File: config.mk
export PLATFORM = sky130hd
export DESIGN_NAME = json_token_classifier
export DESIGN_NICKNAME = d
export VERILOG_FILES = /design/src/rtl/core/jtc_pkg.sv /design/src/rtl/core/jtc_lexer.sv /design/src/rtl/core/jtc_span_queue.sv /design/src/rtl/core/json_token_classifier.sv
export SDC_FILE = /design/constraint.sdc
export NUM_CORES = 1
export LEC_CHECK = 0
export ABC_CLOCK_PERIOD_IN_PS = 13500
export BUFFER_PORTS_ARGS = -buffer_cell sky130_fd_sc_hd__buf_2
export CAP_MARGIN = 20
export CORE_ASPECT_RATIO = 0.5
export CORE_MARGIN = 2
export CORE_UTILIZATION = 45
export DETAILED_ROUTE_END_ITERATION = 10
export PLACE_DENSITY = 0.66
export SLEW_MARGIN = 30
export SYNTH_ARGS = -nofsm -noshare
export SYNTH_HDL_FRONTEND = slang
export SYNTH_SLANG_ARGS = --single-unit
File: constraint.sdc
create_clock -name clk -period 13.5 [get_ports clk]
set_input_delay 1.35 -clock clk [delete_from_list [all_inputs] [get_ports clk]]
set_output_delay 1.35 -clock clk [all_outputs]
set_load 0.01 [all_outputs]
File: src/rtl/core/jtc_pkg.sv
package jtc_pkg;

    localparam int BYTE_W   = 8;
    localparam int POS_W    = 20;
    localparam int START_W  = 14;
    localparam int CLASS_W  = 3;
    localparam int LIMIT_W  = 16;
    localparam int PREFIX_W = 40;
    localparam int WLEN_W   = 3;

    localparam int IN_TDATA_W  = 32;
    localparam int OUT_TDATA_W = 40;

    localparam logic [LIMIT_W-1:0] SPAN_LIMIT_RESET = 16'd1024;

    // The three constant words, packed with the first letter in the high byte.
    localparam logic [PREFIX_W-1:0] WORD_TRUE  = 40'h00_7472_7565;
    localparam logic [PREFIX_W-1:0] WORD_NULL  = 40'h00_6E75_6C6C;
    localparam logic [PREFIX_W-1:0] WORD_FALSE = 40'h66_616C_7365;
    localparam logic [WLEN_W-1:0]   WLEN_FOUR  = 3'd4;
    localparam logic [WLEN_W-1:0]   WLEN_FIVE  = 3'd5;
    localparam logic [WLEN_W-1:0]   WLEN_SAT   = 3'd6;

    localparam logic [BYTE_W-1:0] CH_QUOTE     = 8'h22;
    localparam logic [BYTE_W-1:0] CH_BACKSLASH = 8'h5C;
    localparam logic [BYTE_W-1:0] CH_MINUS     = 8'h2D;
    localparam logic [BYTE_W-1:0] CH_PLUS      = 8'h2B;
    localparam logic [BYTE_W-1:0] CH_DOT       = 8'h2E;
    localparam logic [BYTE_W-1:0] CH_E_LOWER   = 8'h65;
    localparam logic [BYTE_W-1:0] CH_E_UPPER   = 8'h45;
    localparam logic [BYTE_W-1:0] CH_COLON     = 8'h3A;
    localparam logic [BYTE_W-1:0] CH_COMMA     = 8'h2C;
    localparam logic [BYTE_W-1:0] CH_LBRACE    = 8'h7B;
    localparam logic [BYTE_W-1:0] CH_RBRACE    = 8'h7D;
    localparam logic [BYTE_W-1:0] CH_LBRACKET  = 8'h5B;
    localparam logic [BYTE_W-1:0] CH_RBRACKET  = 8'h5D;
    localparam logic [BYTE_W-1:0] CH_UNDERSCORE = 8'h5F;

    typedef enum logic [4:0] {
        KIND_IDLE   = 5'b00001,
        KIND_TEXT   = 5'b00010,
        KIND_STRING = 5'b00100,
        KIND_NUMBER = 5'b01000,
        KIND_WORD   = 5'b10000
    } kind_t;

    typedef enum logic [CLASS_W-1:0] {
        CLS_TEXT   = 3'd0,
        CLS_STRING = 3'd1,
        CLS_NUMBER = 3'd2,
        CLS_CONST  = 3'd3,
        CLS_PUNCT  = 3'd4,
        CLS_OPER   = 3'd5
    } token_class_t;

    typedef struct packed {
        logic [START_W-1:0] start;
        logic [POS_W-1:0]   length;
        token_class_t       cls;
        logic               last;
    } span_t;

    // Spans produced by one byte: count is 0, 1 or 2, slot0 goes out first.
    typedef struct packed {
        logic [1:0] count;
        span_t      slot1;
        span_t      slot0;
    } span_pair_t;

    function automatic logic is_numeral(input logic [BYTE_W-1:0] c);
        return c inside {[8'h30:8'h39]};
    endfunction

    function automatic logic is_word_char(input logic [BYTE_W-1:0] c);
        return (c inside {[8'h61:8'h7A], [8'h41:8'h5A]}) || (c == CH_UNDERSCORE);
    endfunction

    function automatic logic is_bracket(input logic [BYTE_W-1:0] c);
        return c inside {CH_LBRACE, CH_RBRACE, CH_LBRACKET, CH_RBRACKET};
    endfunction

    function automatic logic is_operator(input logic [BYTE_W-1:0] c);
        return c inside {CH_COLON, CH_COMMA};
    endfunction

    // A byte that ends a text run and opens another token.
    function automatic logic starts_token(input logic [BYTE_W-1:0] c);
        return (c == CH_QUOTE) || is_numeral(c) || is_word_char(c) || is_bracket(c)
            || is_operator(c);
    endfunction

    function automatic logic is_number_char(input logic [BYTE_W-1:0] c);
        return is_numeral(c) || (c inside {CH_DOT, CH_E_LOWER, CH_E_UPPER, CH_PLUS, CH_MINUS});
    endfunction

    function automatic token_class_t word_class(input logic [PREFIX_W-1:0] prefix,
                                                input logic [WLEN_W-1:0]   wlen);
        if ((wlen == WLEN_FOUR && (prefix == WORD_TRUE || prefix == WORD_NULL))
            || (wlen == WLEN_FIVE && prefix == WORD_FALSE))
        begin
            return CLS_CONST;
        end
        return CLS_TEXT;
    endfunction

endpackage

File: src/rtl/core/jtc_lexer.sv
module jtc_lexer #(
    parameter int LONG_LINE_LIMIT = 16384
) (
    input  logic                       clk,
    input  logic                       rst_n,
    input  logic                       cfg_wr_en,
    input  logic [jtc_pkg::LIMIT_W-1:0] cfg_wr_data,
    input  logic                       fire,
    input  logic [jtc_pkg::BYTE_W-1:0] text_byte,
    input  logic [jtc_pkg::POS_W-1:0]  line_length,
    output jtc_pkg::span_pair_t        spans
);
    import jtc_pkg::*;

    localparam logic [POS_W-1:0] LIMIT = POS_W'(LONG_LINE_LIMIT);

    kind_t                kind_reg, kind_next;
    logic [POS_W-1:0]     start_reg, start_next;
    logic [POS_W-1:0]     pos_reg, pos_next;
    logic                 esc_reg, esc_next;
    logic                 minus_reg, minus_next;
    logic [PREFIX_W-1:0]  prefix_reg, prefix_next;
    logic [WLEN_W-1:0]    wlen_reg, wlen_next;
    logic [LIMIT_W-1:0]   emitted_reg, emitted_next;
    logic [LIMIT_W-1:0]   span_limit_reg;

    logic                 is_long;
    logic                 is_last;
    logic [POS_W:0]       pos_inc;
    logic [POS_W-1:0]     minus_pos;
    logic [POS_W-1:0]     close_end;
    logic                 do_close;
    logic                 do_dispatch;
    logic [2:0]           cand_valid;
    span_t [2:0]          cand;
    logic [1:0]           n_out;
    span_t [1:0]          slot;

    assign pos_inc   = {1'b0, pos_reg} + (POS_W+1)'(1);
    assign minus_pos = pos_reg - POS_W'(1);
    assign is_long   = line_length >= LIMIT;
    assign is_last   = pos_inc >= {1'b0, line_length};

    always_comb
    begin
        kind_next    = kind_reg;
        start_next   = start_reg;
        esc_next     = esc_reg;
        minus_next   = minus_reg;
        prefix_next  = prefix_reg;
        wlen_next    = wlen_reg;
        pos_next     = pos_inc[POS_W-1:0];
        emitted_next = emitted_reg;
        do_close     = 1'b0;
        do_dispatch  = 1'b0;
        close_end    = pos_reg;
        cand_valid   = '0;
        cand         = '0;
        n_out        = '0;
        slot         = '0;

        // Lex the byte: at most one closing span and one single-byte span.
        if (!is_long)
        begin
            if (minus_reg)
            begin
                minus_next = 1'b0;
                if (is_numeral(text_byte))
                begin
                    if (kind_next == KIND_TEXT)
                    begin
                        cand_valid[0] = 1'b1;
                        cand[0].start  = start_next[START_W-1:0];
                        cand[0].length = minus_pos - start_next;
                        cand[0].cls    = CLS_TEXT;
                    end
                    kind_next  = KIND_NUMBER;
                    start_next = minus_pos;
                end
                else
                begin
                    if (kind_next != KIND_TEXT)
                    begin
                        kind_next  = KIND_TEXT;
                        start_next = minus_pos;
                    end
                    if (starts_token(text_byte))
                    begin
                        do_close    = 1'b1;
                        do_dispatch = 1'b1;
                    end
                    else if (text_byte == CH_MINUS)
                    begin
                        minus_next = 1'b1;
                    end
                end
            end
            else
            begin
                case (kind_reg)
                    KIND_STRING:
                    begin
                        if (esc_reg)
                        begin
                            esc_next = 1'b0;
                        end
                        else if (text_byte == CH_BACKSLASH)
                        begin
                            esc_next = 1'b1;
                        end
                        else if (text_byte == CH_QUOTE)
                        begin
                            do_close  = 1'b1;
                            close_end = pos_inc[POS_W-1:0];
                        end
                    end
                    KIND_NUMBER:
                    begin
                        if (!is_number_char(text_byte))
                        begin
                            do_close    = 1'b1;
                            do_dispatch = 1'b1;
                        end
                    end
                    KIND_WORD:
                    begin
                        if (is_word_char(text_byte))
                        begin
                            if (wlen_reg < WLEN_FIVE)
                            begin
                                prefix_next = {prefix_reg[PREFIX_W-BYTE_W-1:0], text_byte};
                            end
                            if (wlen_reg < WLEN_SAT)
                            begin
                                wlen_next = wlen_reg + WLEN_W'(1);
                            end
                        end
                        else
                        begin
                            do_close    = 1'b1;
                            do_dispatch = 1'b1;
                        end
                    end
                    KIND_TEXT:
                    begin
                        if (starts_token(text_byte))
                        begin
                            do_close    = 1'b1;
                            do_dispatch = 1'b1;
                        end
                        else if (text_byte == CH_MINUS)
                        begin
                            minus_next = 1'b1;
                        end
                    end
                    default:
                    begin
                        do_dispatch = 1'b1;
                    end
                endcase
            end

            if (do_close && kind_next != KIND_IDLE)
            begin
                cand_valid[0]  = 1'b1;
                cand[0].start  = start_next[START_W-1:0];
                cand[0].length = close_end - start_next;
                cand[0].cls    = (kind_next == KIND_STRING) ? CLS_STRING :
                                 (kind_next == KIND_NUMBER) ? CLS_NUMBER :
                                 (kind_next == KIND_WORD)   ? word_class(prefix_next, wlen_next) :
                                                              CLS_TEXT;
                kind_next = KIND_IDLE;
            end

            if (do_dispatch)
            begin
                if (text_byte == CH_QUOTE)
                begin
                    kind_next  = KIND_STRING;
                    start_next = pos_reg;
                    esc_next   = 1'b0;
                end
                else if (is_numeral(text_byte))
                begin
                    kind_next  = KIND_NUMBER;
                    start_next = pos_reg;
                end
                else if (text_byte == CH_MINUS)
                begin
                    minus_next = 1'b1;
                end
                else if (is_word_char(text_byte))
                begin
                    kind_next   = KIND_WORD;
                    start_next  = pos_reg;
                    prefix_next = PREFIX_W'(text_byte);
                    wlen_next   = WLEN_W'(1);
                end
                else if (is_bracket(text_byte) || is_operator(text_byte))
                begin
                    cand_valid[1]  = 1'b1;
                    cand[1].start  = pos_reg[START_W-1:0];
                    cand[1].length = POS_W'(1);
                    cand[1].cls    = is_bracket(text_byte) ? CLS_PUNCT : CLS_OPER;
                end
                else
                begin
                    kind_next  = KIND_TEXT;
                    start_next = pos_reg;
                end
            end
        end

        // End of line: flush whatever is open, or report a long line whole.
        if (is_last)
        begin
            if (is_long)
            begin
                cand_valid[2]  = 1'b1;
                cand[2].start  = '0;
                cand[2].length = line_length;
                cand[2].cls    = CLS_TEXT;
            end
            else
            begin
                if (minus_next && kind_next != KIND_TEXT)
                begin
                    kind_next  = KIND_TEXT;
                    start_next = pos_reg;
                end
                if (kind_next != KIND_IDLE)
                begin
                    cand_valid[2]  = 1'b1;
                    cand[2].start  = start_next[START_W-1:0];
                    cand[2].length = pos_inc[POS_W-1:0] - start_next;
                    cand[2].cls    = (kind_next == KIND_STRING) ? CLS_STRING :
                                     (kind_next == KIND_NUMBER) ? CLS_NUMBER :
                                     (kind_next == KIND_WORD)   ?
                                         word_class(prefix_next, wlen_next) : CLS_TEXT;
                end
            end
        end

        // Keep candidates in order, up to two per byte and within the line's cap.
        for (int i = 0; i < 3; i++)
        begin
            if (cand_valid[i] && emitted_next < span_limit_reg && n_out < 2'd2)
            begin
                slot[n_out[0]] = cand[i];
                n_out          = n_out + 2'd1;
                emitted_next   = emitted_next + LIMIT_W'(1);
            end
        end
        if (n_out == 2'd1)
        begin
            slot[0].last = 1'b1;
        end
        else if (n_out == 2'd2)
        begin
            slot[1].last = 1'b1;
        end

        if (is_last)
        begin
            kind_next    = KIND_IDLE;
            start_next   = '0;
            pos_next     = '0;
            esc_next     = 1'b0;
            minus_next   = 1'b0;
            prefix_next  = '0;
            wlen_next    = '0;
            emitted_next = '0;
        end
    end

    assign spans.count = n_out;
    assign spans.slot0 = slot[0];
    assign spans.slot1 = slot[1];

    always_ff @(posedge clk or negedge rst_n)
    begin
        if (!rst_n)
        begin
            kind_reg    <= KIND_IDLE;
            start_reg   <= '0;
            pos_reg     <= '0;
            esc_reg     <= 1'b0;
            minus_reg   <= 1'b0;
            prefix_reg  <= '0;
            wlen_reg    <= '0;
            emitted_reg <= '0;
        end
        else if (fire)
        begin
            kind_reg    <= kind_next;
            start_reg   <= start_next;
            pos_reg     <= pos_next;
            esc_reg     <= esc_next;
            minus_reg   <= minus_next;
            prefix_reg  <= prefix_next;
            wlen_reg    <= wlen_next;
            emitted_reg <= emitted_next;
        end
    end

    always_ff @(posedge clk or negedge rst_n)
    begin
        if (!rst_n)
        begin
            span_limit_reg <= SPAN_LIMIT_RESET;
        end
        else if (cfg_wr_en)
        begin
            span_limit_reg <= cfg_wr_data;
        end
    end

endmodule

File: src/rtl/core/jtc_span_queue.sv
module jtc_span_queue (
    input  logic                clk,
    input  logic                rst_n,
    input  logic                wr_en,
    input  jtc_pkg::span_pair_t wr_spans,
    output logic                room2,
    output logic                out_valid,
    input  logic                out_ready,
    output jtc_pkg::span_t      out_span
);
    import jtc_pkg::*;

    localparam int DEPTH = 4;
    localparam int PTR_W = 2;

    span_t              mem [DEPTH];
    logic [PTR_W-1:0]   wr_ptr_reg;
    logic [PTR_W-1:0]   rd_ptr_reg;
    logic [PTR_W:0]     count_reg;
    logic [1:0]         wr_n;
    logic               rd;

    // Room is judged without the read of this cycle, which keeps the path short.
    assign room2     = count_reg <= (PTR_W+1)'(DEPTH - 2);
    assign out_valid = count_reg != '0;
    assign out_span  = mem[rd_ptr_reg];
    assign rd        = out_valid && out_ready;
    assign wr_n      = wr_en ? wr_spans.count : 2'd0;

    always_ff @(posedge clk)
    begin
        if (wr_n != 2'd0)
        begin
            mem[wr_ptr_reg] <= wr_spans.slot0;
        end
        if (wr_n == 2'd2)
        begin
            mem[wr_ptr_reg + PTR_W'(1)] <= wr_spans.slot1;
        end
    end

    always_ff @(posedge clk or negedge rst_n)
    begin
        if (!rst_n)
        begin
            wr_ptr_reg <= '0;
            rd_ptr_reg <= '0;
            count_reg  <= '0;
        end
        else
        begin
            wr_ptr_reg <= wr_ptr_reg + PTR_W'(wr_n);
            rd_ptr_reg <= rd_ptr_reg + PTR_W'(rd);
            count_reg  <= count_reg + (PTR_W+1)'(wr_n) - (PTR_W+1)'(rd);
        end
    end

endmodule

File: src/rtl/core/json_token_classifier.sv
// JSON line tokenizer. The bytes of one text line enter on the slave stream,
// one byte per beat, each carrying the length of its line. The block cuts the
// line into classified spans (text, string, number, constant, punctuation,
// operator) so that every byte lies in exactly one span, and sends one span
// per beat on the master stream; m_tlast marks the last span caused by a byte.
// A byte causes zero, one or two spans. Lines at or above LONG_LINE_LIMIT
// bytes are reported as one text span at their last byte. cfg_wr_en/cfg_wr_data
// set the most spans reported per line; write it only while the block is idle.
//
// A byte accepted on the slave side waits in the input register until it is
// lexed; its spans then go into the span queue that feeds the master side.
// Throughput: one byte per cycle while the span queue has room for two spans,
// set by the single lexing step; the master side moves one span per cycle, so
// the four-entry span queue absorbs the second span of a byte that yields two.
//
// Reset clears all line state and sets the span limit to 1024. When the
// receiver stalls, the queue fills, lexing pauses once fewer than two entries
// are free, the input register holds its byte and s_tready falls.
module json_token_classifier #(
    parameter int LONG_LINE_LIMIT = 16384
) (
    input  logic                                clk,
    input  logic                                rst_n,
    input  logic                                s_tvalid,
    output logic                                s_tready,
    // s_tdata, from bit 0: text_byte[7:0], line_length[27:8], zero fill [31:28]
    input  logic [jtc_pkg::IN_TDATA_W-1:0]      s_tdata,
    output logic                                m_tvalid,
    input  logic                                m_tready,
    // m_tdata, from bit 0: span_start[13:0], span_length[33:14],
    // token_class[36:34], zero fill [39:37]
    output logic [jtc_pkg::OUT_TDATA_W-1:0]     m_tdata,
    // m_tlast carries last_of_run
    output logic                                m_tlast,
    input  logic                                cfg_wr_en,
    input  logic [jtc_pkg::LIMIT_W-1:0]         cfg_wr_data
);
    import jtc_pkg::*;

    logic                in_valid_reg;
    logic [BYTE_W-1:0]   in_byte_reg;
    logic [POS_W-1:0]    in_len_reg;
    logic                lex_fire;
    logic                room2;
    span_pair_t          spans;
    span_t               out_span;

    // The input register refills in the same cycle that its byte is lexed.
    assign lex_fire = in_valid_reg && room2;
    assign s_tready = !in_valid_reg || lex_fire;

    always_ff @(posedge clk or negedge rst_n)
    begin
        if (!rst_n)
        begin
            in_valid_reg <= 1'b0;
        end
        else if (s_tready)
        begin
            in_valid_reg <= s_tvalid;
        end
    end

    always_ff @(posedge clk)
    begin
        if (s_tready && s_tvalid)
        begin
            in_byte_reg <= s_tdata[BYTE_W-1:0];
            in_len_reg  <= s_tdata[BYTE_W+POS_W-1:BYTE_W];
        end
    end

    jtc_lexer #(
        .LONG_LINE_LIMIT (LONG_LINE_LIMIT)
    ) u_lexer (
        .clk         (clk),
        .rst_n       (rst_n),
        .cfg_wr_en   (cfg_wr_en),
        .cfg_wr_data (cfg_wr_data),
        .fire        (lex_fire),
        .text_byte   (in_byte_reg),
        .line_length (in_len_reg),
        .spans       (spans)
    );

    jtc_span_queue u_queue (
        .clk       (clk),
        .rst_n     (rst_n),
        .wr_en     (lex_fire),
        .wr_spans  (spans),
        .room2     (room2),
        .out_valid (m_tvalid),
        .out_ready (m_tready),
        .out_span  (out_span)
    );

    assign m_tdata = {(OUT_TDATA_W - START_W - POS_W - CLASS_W)'(0),
                      out_span.cls, out_span.length, out_span.start};
    assign m_tlast = out_span.last;

endmodule

==> flow_metrics.py <==
metrics = {
    "timing": {
        "finalMaxSlewViolations": 0,
        "post-route-period-util": 0.846,
        "fin_crit_ns": 11.42,
        "setup_tns_ns": 0,
        "slew_headroom": 0.290,
        "fmaxAchievable_mhz": 87.5,
        "hold_violations": 0,
        "rsz0062_at_grt": "no",
        "clock_skew_ns": 0.0284,
        "tightestPinTransition_ns": 1.04,
        "setup_viol": 0,
    },
    "finish": {
        "largest_reg_flops": 152,
        "instances_no_fill": 3214,
        "num_antenna_cells": 0,
        "most-common-layout-cells": "nand2_1, edfxtp_1, o21ai_0, nor2_1, ha_1",
        "fin_nets": 2681,
        "multi_input_area_mm2": 0.0139,
        "syn2layout_area_growth_pct": 8.75,
        "final_common_cell": "nand2_1",
        "nFillCells": 4830,
        "drive_gt1_frac": 0.127,
        "area.sequential_mm2": 0.00867,
    },
    "drt": {
        "wl_per_cell_um": 22.0,
        "drc": 0,
        "first_pass_iters": 6,
        "final_antenna_net_count": 0,
        "wirelength_um": 70800,
        "drt_iter0_drc": 2104,
        "detailroute.via_count": 19928,
        "via_per_inst": 6.20,
    },
    "floorplanning": {
        "die_h_um": 166,
        "rows": 59,
        "ioPinCount": 96,
        "core_region_area_mm2": 0.0518,
        "floorplan.initialDensity": 0.454,
        "dieArea_mm2": 0.0542,
        "die_x_um": 327,
    },
    "setup_path": {
        "critPathTopFamily": "simple AND/OR/NAND/NOR gates",
        "crit_type": "reg2reg",
        "cp_data_required_time_ns": 13.91,
        "start_kind": "flip-flop",
        "crit_fanout": 31,
        "arrival_ns": 11.83,
        "reg2reg_setup_slack_ns": 2.08,
        "max_stage_delay_ns": 0.90,
        "path_buf_inv": 2,
        "cpMaxStageDelayCell": "a2111oi_0",
        "end_kind": "flip-flop",
    },
    "logic_synthesis": {
        "synth-warning-count": 0,
        "synth-seq-area-share": 0.368,
        "ys_ff_latch": 310,
        "syn_area_per_cell_um2": 9.45,
        "synth_edf_count": 180,
        "synth_cell_types": 104,
        "synthArstFlopShare": 0.419,
        "synthesis.area_mm2": 0.0235,
        "netlist_instances": 2490,
        "synth_ff_type": "edfxtp_1",
    },
    "clock_tree": {
        "worstSkewPairLatency_ns": 0.60,
        "clk_pin_slew_ns": 0.07,
        "htree_levels": 1,
        "post_cts.repair.setup_buffers": 0,
        "postCtsHoldBufs": 0,
        "cts-root-buf": "clkbuf_16",
        "clock_sinks": 310,
        "cts_buffers": 31,
        "cts_resized": 0,
        "clk_path_buf_depth": 3,
        "cts_tree": "done",
    },
    "placement": {
        "place_hpwl_um": 49600,
        "io_buffers": 88,
        "gp_routability_congestion": 0.943,
        "post-place-cells": 3156,
    },
    "pwr": {
        "power_frac_clock": 0.208,
        "p_comb_frac": 0.513,
        "p_sw_mw": 1.83,
        "ir_worst_vdd_uv": 158,
        "p_leak_nw": 10.5,
        "pwr_density_cell_mw_per_mm2": 167,
        "pwr-share-seq": 0.279,
        "swShare": 0.427,
        "intPower_mw": 2.45,
    },
    "worst_hold_path": {
        "hold_class": "reg2reg",
    },
    "flow_run": {
        "maxCapViolCount": 0,
    },
    "grt": {
        "grt_pass1_wl_um": 111000,
        "grtUsageTotal": 0.257,
        "antenna_found_initial": 1,
        "grt_max_degree": 91,
        "grt_overflow": 0,
        "grt_pass1_vias": 19243,
    },
    "status": {
        "status": "completed",
    },
}
[worst paths after layout]
path	from	end	cells past startpoint
max	u_lexer.span_limit_reg[14]	u_queue.mem[3][35]	33
min	u_lexer.prefix_reg[36]	u_lexer.prefix_reg[36]	1
max reg2reg	u_lexer.span_limit_reg[14]	u_queue.mem[3][35]	33
min reg2reg	u_lexer.prefix_reg[36]	u_lexer.prefix_reg[36]	1
max in group asynchronous	rst_n	u_queue.rd_ptr_reg[1]	2
min in group asynchronous	rst_n	u_lexer.emitted_reg[15]	1
[routing by layer]
metal | vias up | part of all wire | track usage
li1 | 9300 | - | -
met1 | 9729 | 0.44 | 0.361
met2 | 761 | 0.45 | 0.404
met3 | 138 | 0.073 | 0.0371
met4 | 0 | 0.039 | 0.0951
met5 | - | 0 | 0
[area by class of cell]
type	instances	area share
timing repair buffer	124	0.0288
clock inverter	19	0.00734
inverter	113	0.0167
clock buffer	38	0.0321
tap	701	0.0343
sequential	310	0.339
multi-input combinational	1909	0.542
[cells by family (layout without fill, tap and decap cells)]
family | count (synthesis) | count (layout) | share of synthesized area
DFF | 310 | 310 | 0.368
other | 1 | 3 | 0.000159
xor gates and xnor gates | 139 | 139 | 0.0517
muxes | 198 | 198 | 0.107
and+or+nand+nor | 784 | 784 | 0.165
adders and majority gates | 139 | 139 | 0.0752
AOI/OAI and AO/OA | 646 | 646 | 0.187
buffers and inverters | 273 | 294 | 0.0462
[cells in the mapped netlist (8+ instances only)]
cell	instances	area (um^2)
a31o_2	18	158
a2bb2oi_1	11	96.3
and2_1	24	150
mux2_2	21	236
mux4_2	38	856
mux2i_1	114	1140
a21oi_1	127	636
nand2_1	249	935
o21ai_0	151	756
a2111oi_0	8	70.1
dfrtp_1	128	3200
a211oi_1	23	173
or2_2	13	81.3
xor2_1	55	482
buf_2	22	110
nand3_1	75	375
o211ai_1	16	120
nor3_1	69	345
o2bb2ai_1	11	96.3
nand4_1	30	188
nor4_1	20	125
clkbuf_1	117	439
and3_1	31	194
or3_1	12	75.1
edfxtp_1	180	5410
nor2b_1	24	150
o22ai_1	38	238
xnor2_1	84	736
a31oi_1	30	188
a22o_1	44	385
nor2_1	155	582
mux2_1	25	282
a22oi_1	24	180
ha_1	135	1690
nand2b_1	22	138
o31ai_1	27	203
buf_1	14	52.6
or4_1	13	97.6
nand3b_1	8	60.1
inv_1	110	413
a21o_1	35	263
[power groups by stage]
| stage | clock network, mW | logic [mW] | registers, mW |
|---|---|---|---|
| CTS | 0.901 | 2.17 | 1.19 |
| finish | 0.891 | 2.19 | 1.19 |
| global placement | 0 | 2.13 | 1.21 |
| floorplan | 0 | 1.70 | 1.13 |
| detailed placement | 0 | 2.16 | 1.21 |
| global route | 0.939 | 2.42 | 1.21 |
[per-stage QoR]
step	setup slack, ns	utilization	power [mW]	hold slack, ns	area [um^2]
floorplan	3.12	-	2.83	0.457	23500
global placement	2.59	0.473	3.34	0.478	24500
detailed placement	2.48	0.474	3.37	0.480	24500
CTS	2.35	0.493	4.26	0.499	25600
global route	1.54	0.494	4.57	0.517	25600
finish	2.08	0.494	4.28	0.501	25600
No activity file was read; power rests on OpenSTA's default activity.
